File: src/sv/lpcc_pkg.sv
// ----------------------------------------------------------------------------
// lpcc_pkg
// shared types, codes and helpers of the log pattern count and capture block
// ----------------------------------------------------------------------------
package lpcc_pkg;

	localparam int MAX_PATTERN_DEF = 32;
	localparam int VALUE_DEPTH_DEF = 32;

	localparam int CFG_IDX_W = 3;
	localparam int CFG_DATA_W = 64;
	localparam int IN_TDATA_W = 16;
	localparam int OUT_TDATA_W = 24;
	localparam int LEN_W = 6;
	localparam int COUNT_W = 14;

	localparam logic [CFG_IDX_W-1:0] REG_MODE = 3'd0;
	localparam logic [CFG_IDX_W-1:0] REG_PLEN = 3'd1;
	localparam logic [CFG_IDX_W-1:0] REG_PAT_A = 3'd2;
	localparam logic [CFG_IDX_W-1:0] REG_PAT_B = 3'd3;
	localparam logic [CFG_IDX_W-1:0] REG_PAT_C = 3'd4;
	localparam logic [CFG_IDX_W-1:0] REG_PAT_D = 3'd5;

	localparam logic [COUNT_W-1:0] COUNT_LIMIT = 14'd9999;
	localparam logic [7:0] CHAR_NEWLINE = 8'h0a;
	localparam logic [7:0] CHAR_NUL = 8'h00;

	typedef enum logic [1:0] {
		KIND_COUNT = 2'd0,
		KIND_VALUE = 2'd1,
		KIND_EMPTY = 2'd2
	} result_kind_t;

	// job report handed from the scanner to the readout engine
	typedef struct packed {
		result_kind_t kind;
		logic [COUNT_W-1:0] count;
		logic ovf;
		logic trunc;
		logic [LEN_W-1:0] len;
		logic bank;
	} report_t;

	function automatic logic [7:0] pat_byte(input logic [255:0] pat, input logic [4:0] k);
		pat_byte = pat[{k, 3'b000} +: 8];
	endfunction

endpackage

File: src/sv/lpcc_cell.sv
// ----------------------------------------------------------------------------
// lpcc_cell
// one window cell: compares its incoming byte with its pattern byte, then
// holds that byte for the next cell
// ----------------------------------------------------------------------------
module lpcc_cell (
	input  logic       clk,
	input  logic       arst_n,
	input  logic       adv,
	input  logic       clr,
	input  logic [7:0] byte_in,
	input  logic       vld_in,
	input  logic [7:0] pat,
	input  logic       en,
	output logic [7:0] byte_q,
	output logic       vld_q,
	output logic       eq
);

	// cells beyond the pattern length always agree
	assign eq = !en || (vld_in && (byte_in == pat));

	always_ff @(posedge clk or negedge arst_n) begin
		if (!arst_n) begin
			vld_q <= 1'b0;
		end else if (adv) begin
			vld_q <= vld_in && !clr;
		end
	end

	always_ff @(posedge clk) begin
		if (adv) begin
			byte_q <= byte_in;
		end
	end

endmodule

File: src/sv/lpcc_ram.sv
// ----------------------------------------------------------------------------
// lpcc_ram
// simple dual-port ram, one write port, one registered read port
// ----------------------------------------------------------------------------
module lpcc_ram #(
	parameter int WIDTH = 8,
	parameter int DEPTH = 64
) (
	input  logic                     clk,
	input  logic                     we,
	input  logic [$clog2(DEPTH)-1:0] waddr,
	input  logic [WIDTH-1:0]         wdata,
	input  logic                     re,
	input  logic [$clog2(DEPTH)-1:0] raddr,
	output logic [WIDTH-1:0]         rdata
);

	logic [WIDTH-1:0] mem_q [DEPTH];

	always_ff @(posedge clk) begin
		if (we) begin
			mem_q[waddr] <= wdata;
		end
		if (re) begin
			rdata <= mem_q[raddr];
		end
	end

endmodule

File: src/sv/lpcc_readout.sv
// ----------------------------------------------------------------------------
// lpcc_readout
// turns a job report into result transactions, reading captured bytes from
// the value ram, with a read stage and an output register
// ----------------------------------------------------------------------------
module lpcc_readout #(
	parameter int IDX_W = 5
) (
	input  logic                        clk,
	input  logic                        arst_n,
	input  logic                        rep_load,
	input  lpcc_pkg::report_t           rep_in,
	output logic                        rep_free,
	output logic                        rd_en,
	output logic [IDX_W:0]              rd_addr,
	input  logic [7:0]                  rd_data,
	output logic                        m_tvalid,
	input  logic                        m_tready,
	output logic [lpcc_pkg::OUT_TDATA_W-1:0] m_tdata,
	output logic [1:0]                  m_tuser,
	output logic                        m_tlast
);
	import lpcc_pkg::*;

	typedef struct packed {
		result_kind_t kind;
		logic [COUNT_W-1:0] count;
		logic ovf;
		logic trunc;
		logic last;
	} meta_t;

	report_t rep_q;
	logic rep_v_q;
	logic [LEN_W-1:0] rd_cnt_q;
	logic v_s1;
	meta_t meta_s1;
	logic o_v_q;
	meta_t meta_q;
	logic [7:0] byte_q;

	logic s1_mov, s1_free, issue, last_iss;

	assign s1_mov = v_s1 && (!o_v_q || m_tready);
	assign s1_free = !v_s1 || s1_mov;
	assign issue = rep_v_q && s1_free;
	assign last_iss = (rep_q.kind != KIND_VALUE) ||
		(({1'b0, rd_cnt_q} + (LEN_W+1)'(1)) == {1'b0, rep_q.len});
	assign rep_free = !rep_v_q || (issue && last_iss);

	assign rd_en = issue && (rep_q.kind == KIND_VALUE);
	assign rd_addr = {rep_q.bank, rd_cnt_q[IDX_W-1:0]};

	always_ff @(posedge clk or negedge arst_n) begin
		if (!arst_n) begin
			rep_v_q <= 1'b0;
			rd_cnt_q <= '0;
			v_s1 <= 1'b0;
			o_v_q <= 1'b0;
		end else begin
			if (rep_load) begin
				rep_v_q <= 1'b1;
				rd_cnt_q <= '0;
			end else if (issue && last_iss) begin
				rep_v_q <= 1'b0;
			end else if (issue) begin
				rd_cnt_q <= rd_cnt_q + LEN_W'(1);
			end
			if (s1_free) begin
				v_s1 <= issue;
			end
			o_v_q <= s1_mov || (o_v_q && !m_tready);
		end
	end

	always_ff @(posedge clk) begin
		if (rep_load) begin
			rep_q <= rep_in;
		end
		if (issue) begin
			meta_s1 <= '{kind: rep_q.kind, count: rep_q.count, ovf: rep_q.ovf,
				trunc: rep_q.trunc, last: last_iss};
		end
		if (s1_mov) begin
			meta_q <= meta_s1;
			byte_q <= (meta_s1.kind == KIND_VALUE) ? rd_data : 8'd0;
		end
	end

	assign m_tvalid = o_v_q;
	assign m_tdata = {meta_q.trunc, byte_q, meta_q.ovf, meta_q.count};
	assign m_tuser = meta_q.kind;
	assign m_tlast = meta_q.last;

endmodule

File: src/sv/log_pattern_count_and_capture.sv
// ----------------------------------------------------------------------------
// log_pattern_count_and_capture
// streaming log scanner: counts pattern matches or captures the text after
// the last match, reporting at the end of each job
// ----------------------------------------------------------------------------
// Log bytes stream in one per cycle, the main segment first and then the
// rotated one, and are matched against a pattern of up to MAX_PATTERN bytes
// by a row of window cells: each cell compares one window byte with its
// pattern byte and passes the byte on to its neighbor, so one byte is
// accepted every cycle. Matches never overlap within a segment; a zero byte
// stops matching for the rest of its segment. A count-mode job with any
// match ends in one result with the match count (held at 9999 with an
// overflow flag); a value-mode job with an accepted match ends in the
// bytes after the last one, one result transaction per byte, or one
// empty-value result. The first result passes the report, read and output
// registers; the rest follow one per cycle while m_tready holds. Captured
// text sits in a two-bank ram, so the next job fills one bank while the
// other drains; only a job-end byte waits, and only while the report of
// the previous job is still being read out. No clearing pass after reset.
// ----------------------------------------------------------------------------
module log_pattern_count_and_capture #(
	parameter int MAX_PATTERN = lpcc_pkg::MAX_PATTERN_DEF,
	parameter int VALUE_DEPTH = lpcc_pkg::VALUE_DEPTH_DEF
) (
	input  logic                              clk,
	input  logic                              arst_n,
	// configuration write port
	input  logic                              cfg_we,
	input  logic [lpcc_pkg::CFG_IDX_W-1:0]    cfg_index,
	input  logic [lpcc_pkg::CFG_DATA_W-1:0]   cfg_data,
	// log byte stream
	input  logic                              s_tvalid,
	output logic                              s_tready,
	input  logic [lpcc_pkg::IN_TDATA_W-1:0]   s_tdata,  // data_byte, segment_end, zero pad
	input  logic                              s_tuser,  // segment
	input  logic                              s_tlast,  // job_end
	// result stream
	output logic                              m_tvalid,
	input  logic                              m_tready,
	output logic [lpcc_pkg::OUT_TDATA_W-1:0]  m_tdata,  // match_count, count_overflow,
	                                                    // value_byte, value_truncated
	output logic [1:0]                        m_tuser,  // result_kind
	output logic                              m_tlast   // last_result
);
	import lpcc_pkg::*;

	// capture depth never goes past 32 bytes
	localparam int CAP = (VALUE_DEPTH < 32) ? VALUE_DEPTH : 32;
	localparam int IDX_W = (CAP > 1) ? $clog2(CAP) : 1;
	localparam int RAM_DEPTH = 2 ** (IDX_W + 1);

	// configuration registers
	logic mode_q;
	logic [5:0] plen_q;
	logic [255:0] pat_q;

	// per-segment and per-job state
	logic [4:0] holdoff_q;
	logic stopped_q;
	logic [COUNT_W-1:0] count_q;
	logic [LEN_W-1:0] len_q;
	logic capture_q;
	logic found_any_q;
	logic found_main_q;
	logic trunc_q;
	logic bank_q;

	// input fields
	logic [7:0] in_byte;
	logic in_seg, in_send, in_jend, in_acc;

	assign in_byte = s_tdata[7:0];
	assign in_send = s_tdata[8];
	assign in_seg = s_tuser;
	assign in_jend = s_tlast;

	// config writes
	always_ff @(posedge clk or negedge arst_n) begin
		if (!arst_n) begin
			mode_q <= 1'b0;
			plen_q <= 6'd1;
			pat_q <= '0;
		end else if (cfg_we) begin
			unique case (cfg_index)
				REG_MODE:  mode_q <= cfg_data[0];
				REG_PLEN:  plen_q <= cfg_data[5:0];
				REG_PAT_A: pat_q[63:0] <= cfg_data;
				REG_PAT_B: pat_q[127:64] <= cfg_data;
				REG_PAT_C: pat_q[191:128] <= cfg_data;
				REG_PAT_D: pat_q[255:192] <= cfg_data;
				default: ;
			endcase
		end
	end

	// effective pattern length, clamped to 1..MAX_PATTERN
	logic [5:0] n_eff;

	always_comb begin
		if (plen_q == 6'd0) begin
			n_eff = 6'd1;
		end else if (plen_q > 6'(MAX_PATTERN)) begin
			n_eff = 6'(MAX_PATTERN);
		end else begin
			n_eff = plen_q;
		end
	end

	// window cell row: cell i sees the byte i places back (cell 0 the new one)
	logic [7:0] win_byte [MAX_PATTERN];
	logic win_vld [MAX_PATTERN];
	logic [MAX_PATTERN-1:0] cell_eq;
	logic seg_reset;

	assign seg_reset = in_send || in_jend;

	for (genvar i = 0; i < MAX_PATTERN; i++) begin : g_cell
		logic [7:0] c_in;
		logic c_vld;
		logic [4:0] c_k;

		if (i == 0) begin : g_head
			assign c_in = in_byte;
			assign c_vld = 1'b1;
		end else begin : g_link
			assign c_in = win_byte[i-1];
			assign c_vld = win_vld[i-1];
		end

		// the oldest byte of the window meets pattern byte 0
		assign c_k = 5'(n_eff - 6'(i) - 6'd1);

		lpcc_cell u_cell (
			.clk     (clk),
			.arst_n  (arst_n),
			.adv     (in_acc),
			.clr     (seg_reset),
			.byte_in (c_in),
			.vld_in  (c_vld),
			.pat     (pat_byte(pat_q, c_k)),
			.en      (6'(i) < n_eff),
			.byte_q  (win_byte[i]),
			.vld_q   (win_vld[i]),
			.eq      (cell_eq[i])
		);
	end

	// match and capture decisions for the incoming byte
	logic stop_nx, hit, accepted, is_term, cap_store, cap_trunc;
	logic [LEN_W-1:0] len_nx;
	logic trunc_nx, found_any_nx;
	logic [COUNT_W-1:0] count_nx;

	assign stop_nx = stopped_q || (in_byte == CHAR_NUL);
	assign hit = (holdoff_q == 5'd0) && !stop_nx && (&cell_eq);
	// a rotated match only counts for capture while no main match was seen
	assign accepted = hit && (!in_seg || !found_main_q);
	assign is_term = (in_byte == CHAR_NEWLINE) || (in_byte == CHAR_NUL);
	assign cap_store = !accepted && capture_q && !is_term && (len_q < LEN_W'(CAP));
	assign cap_trunc = !accepted && capture_q && !is_term && (len_q >= LEN_W'(CAP));

	always_comb begin
		if (accepted) begin
			len_nx = '0;
		end else if (cap_store) begin
			len_nx = len_q + LEN_W'(1);
		end else begin
			len_nx = len_q;
		end
	end

	assign trunc_nx = accepted ? 1'b0 : (cap_trunc || trunc_q);
	assign found_any_nx = found_any_q || accepted;
	// running count sticks one above the limit
	assign count_nx = (hit && (count_q <= COUNT_LIMIT)) ? count_q + COUNT_W'(1) : count_q;

	// job report
	logic want_count, want_value, rep_load, rep_free;
	report_t rep;

	assign want_count = !mode_q && (count_nx != '0);
	assign want_value = mode_q && found_any_nx;
	assign rep_load = in_acc && in_jend && (want_count || want_value);

	always_comb begin
		rep.bank = bank_q;
		rep.len = len_nx;
		if (!mode_q) begin
			rep.kind = KIND_COUNT;
			rep.count = (count_nx > COUNT_LIMIT) ? COUNT_LIMIT : count_nx;
			rep.ovf = count_nx > COUNT_LIMIT;
			rep.trunc = 1'b0;
		end else begin
			rep.kind = (len_nx == '0) ? KIND_EMPTY : KIND_VALUE;
			rep.count = '0;
			rep.ovf = 1'b0;
			rep.trunc = trunc_nx;
		end
	end

	// a job-end byte waits only while the previous report still drains
	assign s_tready = !in_jend || rep_free;
	assign in_acc = s_tvalid && s_tready;

	always_ff @(posedge clk or negedge arst_n) begin
		if (!arst_n) begin
			holdoff_q <= '0;
			stopped_q <= 1'b0;
			count_q <= '0;
			len_q <= '0;
			capture_q <= 1'b0;
			found_any_q <= 1'b0;
			found_main_q <= 1'b0;
			trunc_q <= 1'b0;
			bank_q <= 1'b0;
		end else if (in_acc) begin
			if (seg_reset) begin
				holdoff_q <= '0;
				stopped_q <= 1'b0;
				capture_q <= 1'b0;
			end else begin
				stopped_q <= stop_nx;
				if (holdoff_q != 5'd0) begin
					holdoff_q <= holdoff_q - 5'd1;
				end else if (hit) begin
					holdoff_q <= 5'(n_eff - 6'd1);
				end
				if (accepted) begin
					capture_q <= 1'b1;
				end else if (capture_q && is_term) begin
					capture_q <= 1'b0;
				end
			end
			if (in_jend) begin
				count_q <= '0;
				len_q <= '0;
				found_any_q <= 1'b0;
				found_main_q <= 1'b0;
				trunc_q <= 1'b0;
				// hand the filled bank to the readout
				if (rep_load && (rep.kind == KIND_VALUE)) begin
					bank_q <= !bank_q;
				end
			end else begin
				count_q <= count_nx;
				len_q <= len_nx;
				found_any_q <= found_any_nx;
				found_main_q <= found_main_q || (accepted && !in_seg);
				trunc_q <= trunc_nx;
			end
		end
	end

	// value ram: two banks of captured bytes
	logic rd_en;
	logic [IDX_W:0] rd_addr;
	logic [7:0] rd_data;

	lpcc_ram #(
		.WIDTH (8),
		.DEPTH (RAM_DEPTH)
	) u_ram (
		.clk   (clk),
		.we    (in_acc && cap_store),
		.waddr ({bank_q, len_q[IDX_W-1:0]}),
		.wdata (in_byte),
		.re    (rd_en),
		.raddr (rd_addr),
		.rdata (rd_data)
	);

	lpcc_readout #(
		.IDX_W (IDX_W)
	) u_readout (
		.clk      (clk),
		.arst_n   (arst_n),
		.rep_load (rep_load),
		.rep_in   (rep),
		.rep_free (rep_free),
		.rd_en    (rd_en),
		.rd_addr  (rd_addr),
		.rd_data  (rd_data),
		.m_tvalid (m_tvalid),
		.m_tready (m_tready),
		.m_tdata  (m_tdata),
		.m_tuser  (m_tuser),
		.m_tlast  (m_tlast)
	);

endmodule

File: config.mk
export PLATFORM = sky130hd
export DESIGN_NAME = log_pattern_count_and_capture
export DESIGN_NICKNAME = d
export VERILOG_FILES = /design/src/sv/lpcc_pkg.sv /design/src/sv/lpcc_cell.sv /design/src/sv/lpcc_ram.sv /design/src/sv/lpcc_readout.sv /design/src/sv/log_pattern_count_and_capture.sv
export SDC_FILE = /design/constraint.sdc
export NUM_CORES = 2
export LEC_CHECK = 0
export BUFFER_PORTS_ARGS = -buffer_cell sky130_fd_sc_hd__clkbuf_2
export CORE_AREA = 2 2 360 291
export CTS_CLUSTER_SIZE = 14
export DETAILED_ROUTE_END_ITERATION = 12
export DIE_AREA = 0 0 362 293
export GPL_TIMING_DRIVEN = 0
export PLACE_DENSITY = 0.82
export SLEW_MARGIN = 20
export SYNTH_ARGS = -nofsm -noshare
export SYNTH_HDL_FRONTEND = slang
export SYNTH_HIERARCHICAL = 1
export SYNTH_SLANG_ARGS = --single-unit
File: constraint.sdc
create_clock -name clk -period 17.7 [get_ports clk]
set_input_delay 3.54 -clock clk [delete_from_list [all_inputs] [get_ports clk]]
set_output_delay 3.54 -clock clk [all_outputs]
set_load 0.01 [all_outputs]
==> flow_metrics.py <==
metrics = {
    "placed_design": {
        "port_buffers": 110,
        "place_ws_ns": 5.33,
        "dpl.hpwl_microns": 207000,
        "gp_congestion": 1.19,
    },
    "sta": {
        "fmax_ghz": 0.0755,
        "fin_skew_ns": 0.0597,
        "grt_setup_unrepaired": "no",
        "relSlewSlack_pct": 4.51,
        "worst_slack_ns": 4.45,
        "min_period_ns": 13.25,
        "drv_slew": 0,
        "tightest_slew_ns": 1.43,
        "hold_viol": 0,
        "fin_setup_tns_ns": 0,
        "finalCritPeriodShare_pct": 74.8,
        "setup_viol": 0,
    },
    "yosys": {
        "syn_area_sq_um": 65800,
        "syn_area_per_cell_sq_um": 13.9,
        "yosysWarnings": 6,
        "postSynthCellCount": 4744,
    },
    "worst_hold_path": {
        "hold_path_class": "reg -> reg",
        "hold_start": "u_readout/rep_q[18]",
        "holdPathStages": 0,
    },
    "setup_path": {
        "critPathMaxStageDelay_ns": 0.96,
        "cp_slowest_cell": "xnor2_2",
        "cp_max_fo": 27,
        "crit_start": "plen_q[5]",
        "worstReg2RegStart": "plen_q[5]",
        "required_ns": 18.36,
        "arrival_ns": 13.91,
        "worst_setup_path_end_kind": "flip-flop",
        "worst_r2r_path_depth": 30,
        "startpoint_type": "flip-flop",
        "crit_top_cell": "clkbuf_1",
        "path_class": "reg -> reg",
    },
    "detailed_routing": {
        "drc": 0,
        "num_vias": 50700,
        "via_per_inst": 7.89,
        "ant_nets": 0,
        "wl_microns": 273000,
        "wl_per_cell_microns": 42.5,
        "dr.pass1.iters": 7,
        "dr.first_iter.drc_count": 11000,
    },
    "cts": {
        "cts_hold_buf": 0,
        "numCtsBuffers": 111,
        "post_cts_buffers": 0,
        "h-tree-depth": 3,
        "root_buffer": "clkbuf_16",
        "cts_tree": "done",
        "clk_pin_slew_ns": 0.07,
        "clock_latency_ns": 0.79,
        "cts_num_sinks": 1173,
        "cts.path.max_buffers": 3,
        "cts_resized": 0,
    },
    "power": {
        "leakagePower_nw": 26.1,
        "irDropWorstVdd_v": 0.000135,
        "powerDensity_nw_per_um2": 184,
    },
    "global_routing": {
        "track_usage_pct": 51.2,
        "antenna_found_initial": 16,
        "grt_pass1_wl_microns": 371000,
        "grt_remaining_overflow": 0,
        "grt_pass1_vias": 46400,
        "grt_start_max_net_pins": 97,
    },
    "floorplanning": {
        "initial_core_util_pct": 64.4,
        "die_h_microns": 293,
        "dieWidth_microns": 362,
        "die-area_sq_um": 106000,
        "io_pins": 119,
        "num_rows": 105,
        "core_area_sq_um": 102000,
    },
    "layout": {
        "fin_nets": 5101,
        "area_growth_pct": 9.61,
        "n_fill_cell": 6729,
        "drive_above_1_share_pct": 24.2,
    },
    "run_status": {
        "status": "finished, final reports clean",
    },
    "flow_run": {
        "cap_violations": 0,
    },
}
## registers in the layout, indices dropped and copies added (netlist names), 8 cells and up
register / flops
u_readout/byte_q: 8
pat_q: 256
g_cell.u_cell/byte_q: 248
count_q: 14
u_readout/meta_s1: 19
u_ram/rdata: 8
u_readout/m_tdata: 16
u_ram/mem_q: 512
u_readout/rep_q: 24
g_cell.u_cell/vld_q: 31
## routing by layer
layer / track usage (%) / part of all wire [%]
met1: 68.7 / 35
met2: 64.9 / 38
met3: 32.3 / 20
met4: 21.1 / 5.4
met5: 7.98 / 0.76
## per-stage QoR
| stage | hold WS (ns) | area (sq um) | power, mW | cells | utilization, % |
|---|---|---|---|---|---|
| after floorplan | 0.400 | 65800 | 7.55 | 4745 | - |
| after global placement | 0.402 | 68000 | 10.1 | 6192 | 66.6 |
| after detailed placement | 0.405 | 68400 | 10.2 | 6211 | 67.0 |
| after CTS | 0.419 | 72000 | 12.6 | 6414 | 70.5 |
| after global routing | 0.424 | 72100 | 13.2 | 6420 | 70.6 |
| final | 0.419 | 72100 | 13.3 | 6426 | 70.6 |
## final cells by class
type                       count  area (sq um)  area share [%]
timing repair buffer         133           930            1.29
antenna                        8          20.0          0.0278
buffer                       306          1560            2.16
inverter                      83           317           0.439
multi-input combinational   3183         30500            42.3
clock buffer                 143          3000            4.17
tap                         1337          1670            2.32
clock inverter                60           572           0.793
sequential                  1173         33600            46.5
## power by group
group / leakage (nW) / internal, mW / switching [mW]
logic: 12.5 / 2.60 / 4.80
registers: 11.9 / 3.14 / 0.330
clock network: 1.75 / 1.28 / 1.11
total: 26.1 / 7.03 / 6.25
## path summary, 6_finish.rpt
path / end / slack [ns]
max in group asynchronous: pat_q[72] / 13.44
min in group asynchronous: pat_q[99] / 2.69
min reg2reg: u_readout/meta_s1[12] / 0.42
max: u_readout/rd_cnt_q[2] / 4.45
max reg2reg: u_readout/rd_cnt_q[2] / 4.45
min: u_readout/meta_s1[12] / 0.42
## cells in the final DEF (no fill, tap or decap), types with 22 or more instances in the layout
master	count
nand3_1	75
nand2_1	269
buf_6	24
clkbuf_16	112
edfxtp_1	839
nand4_1	55
dfrtp_1	333
a22o_1	122
inv_1	77
o21ai_0	75
o31ai_2	32
mux2_2	392
nor2_1	225
a21oi_1	48
a31oi_1	28
nand3b_1	36
buf_2	51
clkinv_2	22
buf_4	41
a22oi_1	99
o221ai_1	22
mux2i_1	581
nor3_1	24
xnor2_1	309
clkbuf_2	113
o22ai_1	46
clkbuf_1	178
mux4_2	342
buf_1	30
nor2b_1	37
nand2b_1	22
a221oi_1	96
## worst max-delay path: cells and delay by family (launching register included)
| family | cells | cell delay [ns] |
|---|---|---|
| AO/OA/AOI/OAI | 6 | 2.65 |
| XOR/XNOR | 3 | 1.79 |
| adder cells (fa/ha/maj) | 1 | 0.25 |
| buffers and inverters | 10 | 5.06 |
| flip-flops | 1 | 0.33 |
| multiplexers | 1 | 0.31 |
| AND/OR/NAND/NOR | 9 | 2.62 |
Power figures use the tool's default switching activity.
